## config.mk

```make
export PLATFORM = sky130hd
export DESIGN_NAME = integer_ratio_resampler
export DESIGN_NICKNAME = d
export VERILOG_FILES = /design/src/sv/irr_pkg.sv /design/src/sv/irr_ctrl.sv /design/src/sv/irr_dp.sv /design/src/sv/integer_ratio_resampler.sv
export SDC_FILE = /design/constraint.sdc
export NUM_CORES = 1
export LEC_CHECK = 0
export BUFFER_PORTS_ARGS = -buffer_cell sky130_fd_sc_hd__buf_2
export CORE_MARGIN = 3
export CORE_UTILIZATION = 47
export CTS_BUF_LIST = sky130_fd_sc_hd__clkbuf_4 sky130_fd_sc_hd__clkbuf_8
export DETAILED_ROUTE_END_ITERATION = 12
export PLACE_DENSITY = 0.68
export SLEW_MARGIN = 20
export SYNTH_ARGS = -nofsm -noshare
export SYNTH_HDL_FRONTEND = slang
export SYNTH_SLANG_ARGS = --single-unit
export TNS_END_PERCENT = 50
```

## constraint.sdc

```tcl
create_clock -name clk -period 7.6 [get_ports clk]
set_input_delay 0.76 -clock clk [delete_from_list [all_inputs] [get_ports clk]]
set_output_delay 0.76 -clock clk [all_outputs]
set_load 0.1 [all_outputs]
```

## src/sv/irr_pkg.sv

```systemverilog
// Shared types and constants for the integer ratio resampler.
// Used by irr_ctrl, irr_dp and integer_ratio_resampler; depends on nothing.
`default_nettype none

package irr_pkg;

    localparam int FACTOR_W = 7;
    localparam int MODE_W   = 2;
    localparam int APB_DW   = 32;
    localparam int APB_AW   = 3;

    typedef enum logic [MODE_W-1:0] {
        MODE_DECIMATE = 2'd0,
        MODE_ZERO_PAD = 2'd1,
        MODE_HOLD     = 2'd2,
        MODE_LINEAR   = 2'd3
    } mode_t;

    localparam mode_t               MODE_RESET   = MODE_HOLD;
    localparam logic [FACTOR_W-1:0] FACTOR_RESET = 7'd1;

    typedef enum logic {
        REG_MODE   = 1'b0,
        REG_FACTOR = 1'b1
    } reg_idx_t;

    typedef enum logic [1:0] {
        ST_IDLE = 2'd0,
        ST_DIV  = 2'd1,
        ST_EMIT = 2'd2
    } state_t;

    typedef struct packed {
        logic load;
        logic div_step;
        logic emit;
    } cmd_t;

    typedef struct packed {
        logic dec_pass;
        logic div_last;
        logic step_last;
        logic out_free;
    } status_t;

endpackage

`default_nettype wire

```

## src/sv/irr_ctrl.sv

```systemverilog
// Sequencer: idle, bit-serial divide, emit one result per cycle unless stalled.
// Depends on irr_pkg; drives commands to irr_dp and reads its status.
`default_nettype none

module irr_ctrl (
    input  wire logic              clk,
    input  wire logic              rst_n,
    input  wire logic              in_valid,
    input  wire irr_pkg::mode_t    mode,
    input  wire irr_pkg::status_t  status,
    output irr_pkg::cmd_t          cmd,
    output logic                   busy
);

    irr_pkg::state_t state_reg;
    irr_pkg::state_t state_next;

    always_ff @(posedge clk or negedge rst_n)
    begin
        if (!rst_n)
        begin
            state_reg <= irr_pkg::ST_IDLE;
        end
        else
        begin
            state_reg <= state_next;
        end
    end

    always_comb
    begin
        state_next   = state_reg;
        cmd          = '0;
        busy         = 1'b1;
        unique case (state_reg)
            irr_pkg::ST_IDLE:
            begin
                busy = 1'b0;
                if (in_valid)
                begin
                    cmd.load = 1'b1;
                    priority if (mode == irr_pkg::MODE_LINEAR)
                    begin
                        state_next = irr_pkg::ST_DIV;
                    end
                    else if (mode == irr_pkg::MODE_DECIMATE)
                    begin
                        state_next = status.dec_pass ? irr_pkg::ST_EMIT : irr_pkg::ST_IDLE;
                    end
                    else
                    begin
                        state_next = irr_pkg::ST_EMIT;
                    end
                end
            end
            irr_pkg::ST_DIV:
            begin
                cmd.div_step = 1'b1;
                if (status.div_last)
                begin
                    state_next = irr_pkg::ST_EMIT;
                end
            end
            irr_pkg::ST_EMIT:
            begin
                if (status.out_free)
                begin
                    cmd.emit = 1'b1;
                    if (status.step_last)
                    begin
                        state_next = irr_pkg::ST_IDLE;
                    end
                end
            end
            default:
            begin
                state_next = irr_pkg::ST_IDLE;
            end
        endcase
    end

endmodule

`default_nettype wire

```

## src/sv/irr_dp.sv

```systemverilog
// Datapath: sample and phase state, restoring divider, interpolation
// accumulator and output register. Depends on irr_pkg; driven by irr_ctrl.
`default_nettype none

module irr_dp #(
    parameter int MAX_FACTOR  = 64,
    parameter int SAMPLE_BITS = 24
) (
    input  wire logic                          clk,
    input  wire logic                          rst_n,
    input  wire irr_pkg::cmd_t                 cmd,
    output irr_pkg::status_t                   status,
    input  wire irr_pkg::mode_t                mode,
    input  wire logic [irr_pkg::FACTOR_W-1:0]  factor,
    input  wire logic signed [SAMPLE_BITS-1:0] in_sample,
    input  wire logic                          out_stall,
    output logic                               out_valid,
    output logic signed [SAMPLE_BITS-1:0]      out_sample,
    output logic                               last_of_run
);

    localparam int EFW = $clog2(MAX_FACTOR + 1);
    localparam int PW  = $clog2(MAX_FACTOR);
    localparam int DW  = SAMPLE_BITS + 1;
    localparam int CW  = $clog2(DW);
    localparam int VW  = SAMPLE_BITS + 2;

    logic signed [SAMPLE_BITS-1:0] x_reg;
    logic signed [SAMPLE_BITS-1:0] base_reg;
    logic signed [SAMPLE_BITS-1:0] prev_reg;
    logic                          neg_reg;
    logic [DW-1:0]                 mag_reg;
    logic [EFW-1:0]                rem_reg;
    logic [CW-1:0]                 cnt_reg;
    logic [EFW-1:0]                f_reg;
    logic [EFW-1:0]                j_reg;
    logic [DW-1:0]                 qacc_reg;
    logic [EFW-1:0]                racc_reg;
    logic [PW-1:0]                 phase_reg;
    logic                          out_valid_reg;
    logic signed [SAMPLE_BITS-1:0] out_sample_reg;
    logic                          last_reg;

    logic [EFW-1:0]                f_eff;
    logic signed [DW-1:0]          diff;
    logic [DW-1:0]                 mag_in;
    logic [EFW-1:0]                phase_inc;
    logic [PW-1:0]                 phase_next;
    logic [EFW:0]                  rem_sh;
    logic                          div_ge;
    logic [EFW-1:0]                rem_next;
    logic [EFW:0]                  r_sum;
    logic                          r_carry;
    logic [EFW-1:0]                racc_next;
    logic [DW-1:0]                 qacc_next;
    logic signed [VW-1:0]          lin_sum;
    logic signed [SAMPLE_BITS-1:0] value_next;
    logic                          step_last;

    always_comb
    begin
        priority if (factor == '0)
        begin
            f_eff = EFW'(1);
        end
        else if (factor > irr_pkg::FACTOR_W'(MAX_FACTOR))
        begin
            f_eff = EFW'(MAX_FACTOR);
        end
        else
        begin
            f_eff = EFW'(factor);
        end
    end

    assign diff   = DW'(in_sample) - DW'(prev_reg);
    assign mag_in = diff[DW-1] ? DW'(-diff) : DW'(diff);

    assign phase_inc  = EFW'(phase_reg) + EFW'(1);
    assign phase_next = (phase_inc >= f_eff) ? '0 : PW'(phase_inc);

    // restoring divide of |diff| by factor, one quotient bit per cycle
    assign rem_sh   = {rem_reg, mag_reg[DW-1]};
    assign div_ge   = rem_sh >= {1'b0, f_reg};
    assign rem_next = div_ge ? EFW'(rem_sh - {1'b0, f_reg}) : rem_sh[EFW-1:0];

    // running floor(|diff|*(j+1)/f) from quotient and remainder
    assign r_sum     = {1'b0, racc_reg} + {1'b0, rem_reg};
    assign r_carry   = r_sum >= {1'b0, f_reg};
    assign racc_next = r_carry ? EFW'(r_sum - {1'b0, f_reg}) : r_sum[EFW-1:0];
    assign qacc_next = qacc_reg + mag_reg + DW'(r_carry);
    assign lin_sum   = neg_reg ? (VW'(base_reg) - VW'({1'b0, qacc_next}))
                               : (VW'(base_reg) + VW'({1'b0, qacc_next}));

    always_comb
    begin
        unique case (mode)
            irr_pkg::MODE_DECIMATE: value_next = x_reg;
            irr_pkg::MODE_ZERO_PAD: value_next = (j_reg == '0) ? x_reg : '0;
            irr_pkg::MODE_HOLD:     value_next = x_reg;
            irr_pkg::MODE_LINEAR:   value_next = SAMPLE_BITS'(lin_sum);
            default:                value_next = x_reg;
        endcase
    end

    assign step_last = (mode == irr_pkg::MODE_DECIMATE) || (j_reg == f_reg - EFW'(1));

    assign status.dec_pass  = (phase_reg == '0);
    assign status.div_last  = (cnt_reg == CW'(DW - 1));
    assign status.step_last = step_last;
    assign status.out_free  = !out_valid_reg || !out_stall;

    always_ff @(posedge clk or negedge rst_n)
    begin
        if (!rst_n)
        begin
            prev_reg      <= '0;
            phase_reg     <= '0;
            out_valid_reg <= 1'b0;
        end
        else
        begin
            if (cmd.load && mode == irr_pkg::MODE_LINEAR)
            begin
                prev_reg <= in_sample;
            end
            if (cmd.load && mode == irr_pkg::MODE_DECIMATE)
            begin
                phase_reg <= phase_next;
            end
            if (cmd.emit)
            begin
                out_valid_reg <= 1'b1;
            end
            else if (!out_stall)
            begin
                out_valid_reg <= 1'b0;
            end
        end
    end

    always_ff @(posedge clk)
    begin
        if (cmd.load)
        begin
            x_reg    <= in_sample;
            base_reg <= prev_reg;
            neg_reg  <= diff[DW-1];
            mag_reg  <= mag_in;
            rem_reg  <= '0;
            cnt_reg  <= '0;
            f_reg    <= f_eff;
            j_reg    <= '0;
            qacc_reg <= '0;
            racc_reg <= '0;
        end
        if (cmd.div_step)
        begin
            mag_reg <= {mag_reg[DW-2:0], div_ge};
            rem_reg <= rem_next;
            cnt_reg <= cnt_reg + CW'(1);
        end
        if (cmd.emit)
        begin
            out_sample_reg <= value_next;
            last_reg       <= step_last;
            j_reg          <= j_reg + EFW'(1);
            qacc_reg       <= qacc_next;
            racc_reg       <= racc_next;
        end
    end

    assign out_valid   = out_valid_reg;
    assign out_sample  = out_sample_reg;
    assign last_of_run = last_reg;

endmodule

`default_nettype wire

```

## src/sv/integer_ratio_resampler.sv

```systemverilog
// Top level of the integer ratio resampler: APB register file, sequencer and datapath.
// Depends on irr_pkg, irr_ctrl and irr_dp.
`default_nettype none

// Resamples signed samples by an integer factor (1 to MAX_FACTOR, 0 reads as 1,
// larger values clamp). One item is taken at a time and results leave one per
// cycle while the output is not stalled, through a single output register.
// Decimate: a dropped item is only loaded, a passed item is loaded and then
// gives its result. Zero-pad and hold: a load, then factor results. Linear: a
// load, the bit-serial divide of the difference, then factor results.
// Set mode and factor only while the block is idle.
module integer_ratio_resampler #(
    parameter int MAX_FACTOR  = 64,
    parameter int SAMPLE_BITS = 24
) (
    input  wire logic                         clk,
    input  wire logic                         rst_n,
    input  wire logic                         psel,
    input  wire logic                         penable,
    input  wire logic                         pwrite,
    input  wire logic [irr_pkg::APB_AW-1:0]   paddr,
    input  wire logic [irr_pkg::APB_DW-1:0]   pwdata,
    output logic      [irr_pkg::APB_DW-1:0]   prdata,
    output logic                              pready,
    input  wire logic                         in_valid,
    output logic                              in_stall,
    input  wire logic signed [SAMPLE_BITS-1:0] in_sample,
    output logic                              out_valid,
    input  wire logic                         out_stall,
    output logic signed [SAMPLE_BITS-1:0]     out_sample,
    output logic                              last_of_run
);

    irr_pkg::mode_t                 mode_reg;
    logic [irr_pkg::FACTOR_W-1:0]   factor_reg;
    irr_pkg::reg_idx_t              reg_idx;
    logic                           cfg_wr;
    irr_pkg::cmd_t                  cmd;
    irr_pkg::status_t               status;
    logic                           busy;

    assign pready  = 1'b1;
    assign reg_idx = irr_pkg::reg_idx_t'(paddr[2]);
    assign cfg_wr  = psel && penable && pwrite && pready;

    always_ff @(posedge clk or negedge rst_n)
    begin
        if (!rst_n)
        begin
            mode_reg   <= irr_pkg::MODE_RESET;
            factor_reg <= irr_pkg::FACTOR_RESET;
        end
        else if (cfg_wr)
        begin
            unique case (reg_idx)
                irr_pkg::REG_MODE:
                begin
                    mode_reg <= irr_pkg::mode_t'(pwdata[irr_pkg::MODE_W-1:0]);
                end
                irr_pkg::REG_FACTOR:
                begin
                    factor_reg <= pwdata[irr_pkg::FACTOR_W-1:0];
                end
                default:
                begin
                    mode_reg <= mode_reg;
                end
            endcase
        end
    end

    always_comb
    begin
        unique case (reg_idx)
            irr_pkg::REG_MODE:   prdata = irr_pkg::APB_DW'(mode_reg);
            irr_pkg::REG_FACTOR: prdata = irr_pkg::APB_DW'(factor_reg);
            default:             prdata = '0;
        endcase
    end

    irr_ctrl u_ctrl (
        .clk      (clk),
        .rst_n    (rst_n),
        .in_valid (in_valid),
        .mode     (mode_reg),
        .status   (status),
        .cmd      (cmd),
        .busy     (busy)
    );

    irr_dp #(
        .MAX_FACTOR  (MAX_FACTOR),
        .SAMPLE_BITS (SAMPLE_BITS)
    ) u_dp (
        .clk         (clk),
        .rst_n       (rst_n),
        .cmd         (cmd),
        .status      (status),
        .mode        (mode_reg),
        .factor      (factor_reg),
        .in_sample   (in_sample),
        .out_stall   (out_stall),
        .out_valid   (out_valid),
        .out_sample  (out_sample),
        .last_of_run (last_of_run)
    );

    assign in_stall = busy;

`ifndef SYNTHESIS
    a_dec_single : assert property (@(posedge clk) disable iff (!rst_n)
        (out_valid && mode_reg == irr_pkg::MODE_DECIMATE) |-> last_of_run)
        else $error("decimate result without last_of_run");

    a_unit_factor : assert property (@(posedge clk) disable iff (!rst_n)
        (out_valid && factor_reg <= irr_pkg::FACTOR_W'(1)) |-> last_of_run)
        else $error("factor one gave more than one result");

    a_busy_after_load : assert property (@(posedge clk) disable iff (!rst_n)
        (in_valid && !in_stall && mode_reg != irr_pkg::MODE_DECIMATE) |=> in_stall)
        else $error("input taken again before results were produced");

    a_emit_only_free : assert property (@(posedge clk) disable iff (!rst_n)
        (cmd.emit) |-> (!out_valid || !out_stall))
        else $error("output register overwritten while stalled");
`endif

endmodule

`default_nettype wire

```

After elaboration in Yosys (flattened, before gate mapping):

Cells that the tools add are included.
W data, S select, Z words.

* register bits: 199
* input bits: 66
* output and inout port bits: 60
* word-level logic and storage cells: 103

* add/subtract/negate cells: 13
* magnitude comparators: 4
* eq/ne operators: 12
* mux-type cells: 36
* bitwise logic cells: 1
* reductions and logical operators: 19

Operators by type and width (count)
* $mux W25: 5
* $pmux W24 S3: 1
* $pmux W32 S2: 1
* $mux W7: 8
* $mux W24: 2
* $add A25 B1 Y25: 1
* $add A25 B25 Y25: 1
* $neg A25 Y25: 1
* $sub A24 B24 Y25: 1
* $add A24 B24 Y24: 1
* $sub A24 B24 Y24: 1
* $ge A8 B7 Y1: 2
* $logic_not A7 Y1: 2
* $mux W2: 7
* $sub A7 B7 Y7: 2
* $mux W5: 2
* $add A7 B7 Y8: 1
* $mux W1: 8
* $add A6 B1 Y7 const B: 1
* $add A7 B1 Y7 const B: 1
* $eq A7 B7 Y1: 1
* $ge A7 B7 Y1: 1
* $gt A7 B7 Y1 const B: 1
* $sub A7 B1 Y7 const B: 1
* other kinds (18): 32

Logic depth before layout (Yosys ltp):

* depth in word-level cells: 6
* gate-level depth with buffers: 36
* depth with buffers taken out: 36

Modules after synthesis:

Synthesis repeated with hierarchy kept, for this count alone.

* cell total of the unflattened synthesis: 1399
* area, all modules: 13929.6 um2

Modules (own cells, without submodules)
* irr_dp: instances 1, cells an instance 1326, area an instance 13150.1 um2
* integer_ratio_resampler: instances 1, cells an instance 56, area an instance 641.9 um2
* irr_ctrl: instances 1, cells an instance 17, area an instance 137.6 um2

Worst setup path before layout:

OpenSTA, ideal clock, no wires.

* path type: register to register
* from: register u_dp.rem_reg[0]
* to: register u_dp.out_sample_reg[23] (netlist: u_dp.out_sample[23]), data pin
* setup time: 257 ps
* data arrival time: 7131 ps
* data required time: 7343 ps
* slack: 212 ps
* cell stages (with the launch flop): 36
* period minus slack after synthesis: 7388 ps
* cell sequence: edfxtp_1 -> ha_1 -> fa_1 -> a21o_1 -> a21oi_1 -> xnor2_1 -> ha_1 -> nor2b_1 -> o21ai_0 -> nand2b_1 -> o21ai_0 -> nand3_1 -> inv_1 -> fa_1 -> fa_1 -> nand2b_1 -> a21oi_1 -> or4_1 -> a21oi_1 -> o21ai_0 -> xnor2_1 -> and2_1 -> and3_1 -> a21oi_1 -> xnor2_1 -> ha_1 -> a21oi_1 -> o21ai_0 -> or3_1 -> o221a_2 -> a41oi_1 -> a211o_1 -> xnor2_1 -> xnor2_1 -> a211oi_1 -> nand2b_1

* word-level cells in the longest chain between the ends: 6
* elaborated cells on any way between the ends: 7
* those cells by class: 4 x add/sub; 1 x order compare; 2 x mux

Ends and longest elaborated chain
* start: declaration: RTL line irr_dp.sv:33 `logic [EFW-1:0] rem_reg;`
* start signal: assignment: RTL line irr_dp.sv:160 `rem_reg <= rem_next;`
* $add A7 B7 Y8 (*): RTL line irr_dp.sv:88 `assign r_sum = {1'b0, racc_reg} + {1'b0, rem_reg};`
* $ge A8 B7 Y1 (*): RTL line irr_dp.sv:89 `assign r_carry = r_sum >= {1'b0, f_reg};`
* $add A25 B1 Y25 (*): RTL line irr_dp.sv:91 `assign qacc_next = qacc_reg + mag_reg + DW'(r_carry);`
* $add A24 B24 Y24 or $sub A24 B24 Y24 (tied branches): RTL line irr_dp.sv:93, irr_dp.sv:92
* $mux W24 (*): RTL line irr_dp.sv:92 `assign lin_sum = neg_reg ? (VW'(base_reg) - VW'({1'b0, qacc_next}))`
* $pmux W24 S3 (*): RTL line irr_dp.sv:97 `unique case (mode)`
* net u_dp.value_next[23]: RTL line irr_dp.sv:57 `logic signed [SAMPLE_BITS-1:0] value_next;`
* end signal: assignment: RTL line irr_dp.sv:165 `out_sample_reg <= value_next;`
* end: declaration: RTL line irr_dp.sv:41 `logic signed [SAMPLE_BITS-1:0] out_sample_reg;`

Mark *: on every way through the listed nets, which the timed path passes. The rest lies on a longest branch.
A chain may end at the register's enable or synchronous reset.

Worst setup path after layout:

Ends and elaborated chain as after synthesis.

==> flow_summary.ini <==
[worst_setup_path]
cp_max_fo = 4
slowest_delay_ns = 0.43
critPathSlowestCell = edfxtp_1
path_class = flop to flop
cp.arrival_ns = 7.77
required_ns = 7.86
cp-start-kind = flop
crit_path_end_kind = flop

[drt]
wl_per_cell_um = 16.9
first_pass_iters = 5
routed_wl_um = 32500
drtIter0Drc = 747
remaining_drc_errors = 0
ant_nets = 0
via_count = 10511
via_per_inst = 5.49

[clock_tree]
hold_buffers = 0
clk_latency_ns = 0.50
clk_path_buf_depth = 2
cts_root_buffer = clkbuf_8
cts.clk_slew.worst_paths_ns = 0.11
cts_tree = done
clock-sinks = 198
numCtsBuffers = 17
htreeDepth = 4

[synthesis]
async_flop_share_pct = 21.2
yosys.area.top_type_share_pct = 33.9
ys_seq_elements = 198
ys_seq_area_share_pct = 41.5
synth_warnings = 0
syn_inst = 1385
post_synth_main_area_contributors = edfxtp_1 34%, ha_1 9.6%, dfrtp_1 7.2%
syn_area_um2 = 13800
yosys-top-cells-count = 156 x edfxtp_1, 136 x nor2_1, 106 x ha_1
synth_top_area_cell = edfxtp_1
avgSynthCellArea_um2 = 9.98
synth.distinct_cells = 97
synthFlopType = edfxtp_1
synth.most_common_cell = edfxtp_1
synth_edf_count = 156

[job]
drv_cap = 0

[die]
design.die.area_um2 = 31500
dieWidth_um = 178
die_h_um = 178
rows = 62
start_util_pct = 47.9
fp.coreArea_um2 = 28900
io_pins = 126

[final_layout]
drive_gt1_share_pct = 19.7
multi_input_area_um2 = 7760
stdcell_area_um2 = 15700
num-fill-cells = 2596
largest_reg_flops = 25
regArea_um2 = 5740
diodes = 0
fin_cells = 1915
nets = 1697
syn2layout_area_growth_pct = 13.2

[global_routing]
track_usage_pct = 20.5
grt-ovfl-total = 0
grt_pass1_vias = 10203
antenna_found_initial = 0
grt_pass1_wl_um = 51300
grt_start_max_net_pins = 59

[timing]
period_minus_slack_ns = 7.51
worst_clock_skew_ns = 0.0217
max_freq_mhz = 133
tightestPinTransition_ns = 1.07
hold_viol = 0
setup_viol = 0
slew-limit-headroom_pct = 28.5
finalCritPeriodShare_pct = 98.9
rsz0062_at_grt = yes
slew_violations = 0

[outcome]
status = finished, final reports clean

[hold_path]
worst_hold_path_type = primary input to async pin

[place]
routabilityCongestion = 0.886
postPlaceCellArea_um2 = 15000
portBuffers = 72
dp_cells = 1873
dp_hpwl_um = 23400
[stage by stage]
step,hold WS (ns),utilization (%),setup TNS [ns],setup slack [ns]
6_report,0.381,54.2,0,0.0855
5_1_grt,0.407,54.2,-0.154,-0.154
4_1_cts,0.379,53.4,0,0.0106
3_5_place_dp,0.456,51.8,-0.531,-0.390
3_3_place_gp,0.448,51.8,-0.174,-0.174
2_1_floorplan,0.441,-,0,0.212
[repair_timing]
item,in CTS,in global routing
resized for setup,11,38
pin swaps,5,23
setup endpoints to repair,4,7
buffers inserted,2,8
[layer usage]
metal  global-route usage (%)  share of wire [%]
met1                     27.3                 46
met2                     34.3                 48
met3                     2.82                3.3
met4                     6.94                2.4
met5                        0                  0
[cell usage in the layout, fill, tap and decap left out, drive strengths merged, types with 12 or more instances in the layout]
master  netlist  final
nand3        36     36
o21a         12     12
inv          83     88
a21oi        98     98
nor3         30     30
ha          106    106
a21o         38     38
dfrtp        40     40
conb          2     26
nor2        136    136
xnor2        75     75
buf          34    154
a31oi        14     14
nand2b       20     20
mux2         37     37
clkbuf       30     17
and2         19     19
o21ai        69     69
nand2       104    104
nor2b        20     20
xor2         64     64
edfxtp      156    156
[final timing paths]
check                                  start             endpoint  slack, ns  cells past startpoint
max                          u_dp.rem_reg[0]  u_dp.out_sample[23]       0.09                     36
min                                    rst_n        factor_reg[1]       0.38                      2
max reg2reg                  u_dp.rem_reg[0]  u_dp.out_sample[23]       0.09                     36
min reg2reg                u_dp.prev_reg[16]    u_dp.base_reg[16]       0.46                      0
max in group asynchronous              rst_n    u_dp.prev_reg[17]       6.76                      2
min in group clk                in_sample[0]        u_dp.x_reg[0]       0.46                      1
[logic make-up (layout without fill, tap and decap cells)]
kind of cell,Yosys count,after routing,share of synthesized area [%]
flip-flops,198,198,41.5
XOR/XNOR,139,139,8.86
adder cells (fa/ha/maj),113,113,10.6
other,2,26,0.0543
multiplexers,45,45,3.59
AND/OR/NAND/NOR,432,432,15.5
buffers and inverters,147,269,4.82
AO/OA/AOI/OAI,309,309,15.1
[worst max-delay path: cells and delay by family, from the launching register on]
family / cells / cell delay, ns
simple gates: 12 / 2.09
fa+ha+maj: 6 / 1.99
compound gates: 11 / 1.56
xor+xnor: 5 / 1.01
flops: 1 / 0.43
buf+inv: 2 / 0.18
[layout make-up]
type	instances	area share (%)
multi-input combinational	1064	49.6
sequential	198	36.7
timing repair buffer	154	6.26
tap	384	3.07
inverter	83	1.99
clock buffer	17	1.50
clock inverter	15	0.927
Power is left out: the tool's default activity adds up to more than one toggle a clock period on the data nets, which glitch-free logic cannot reach.
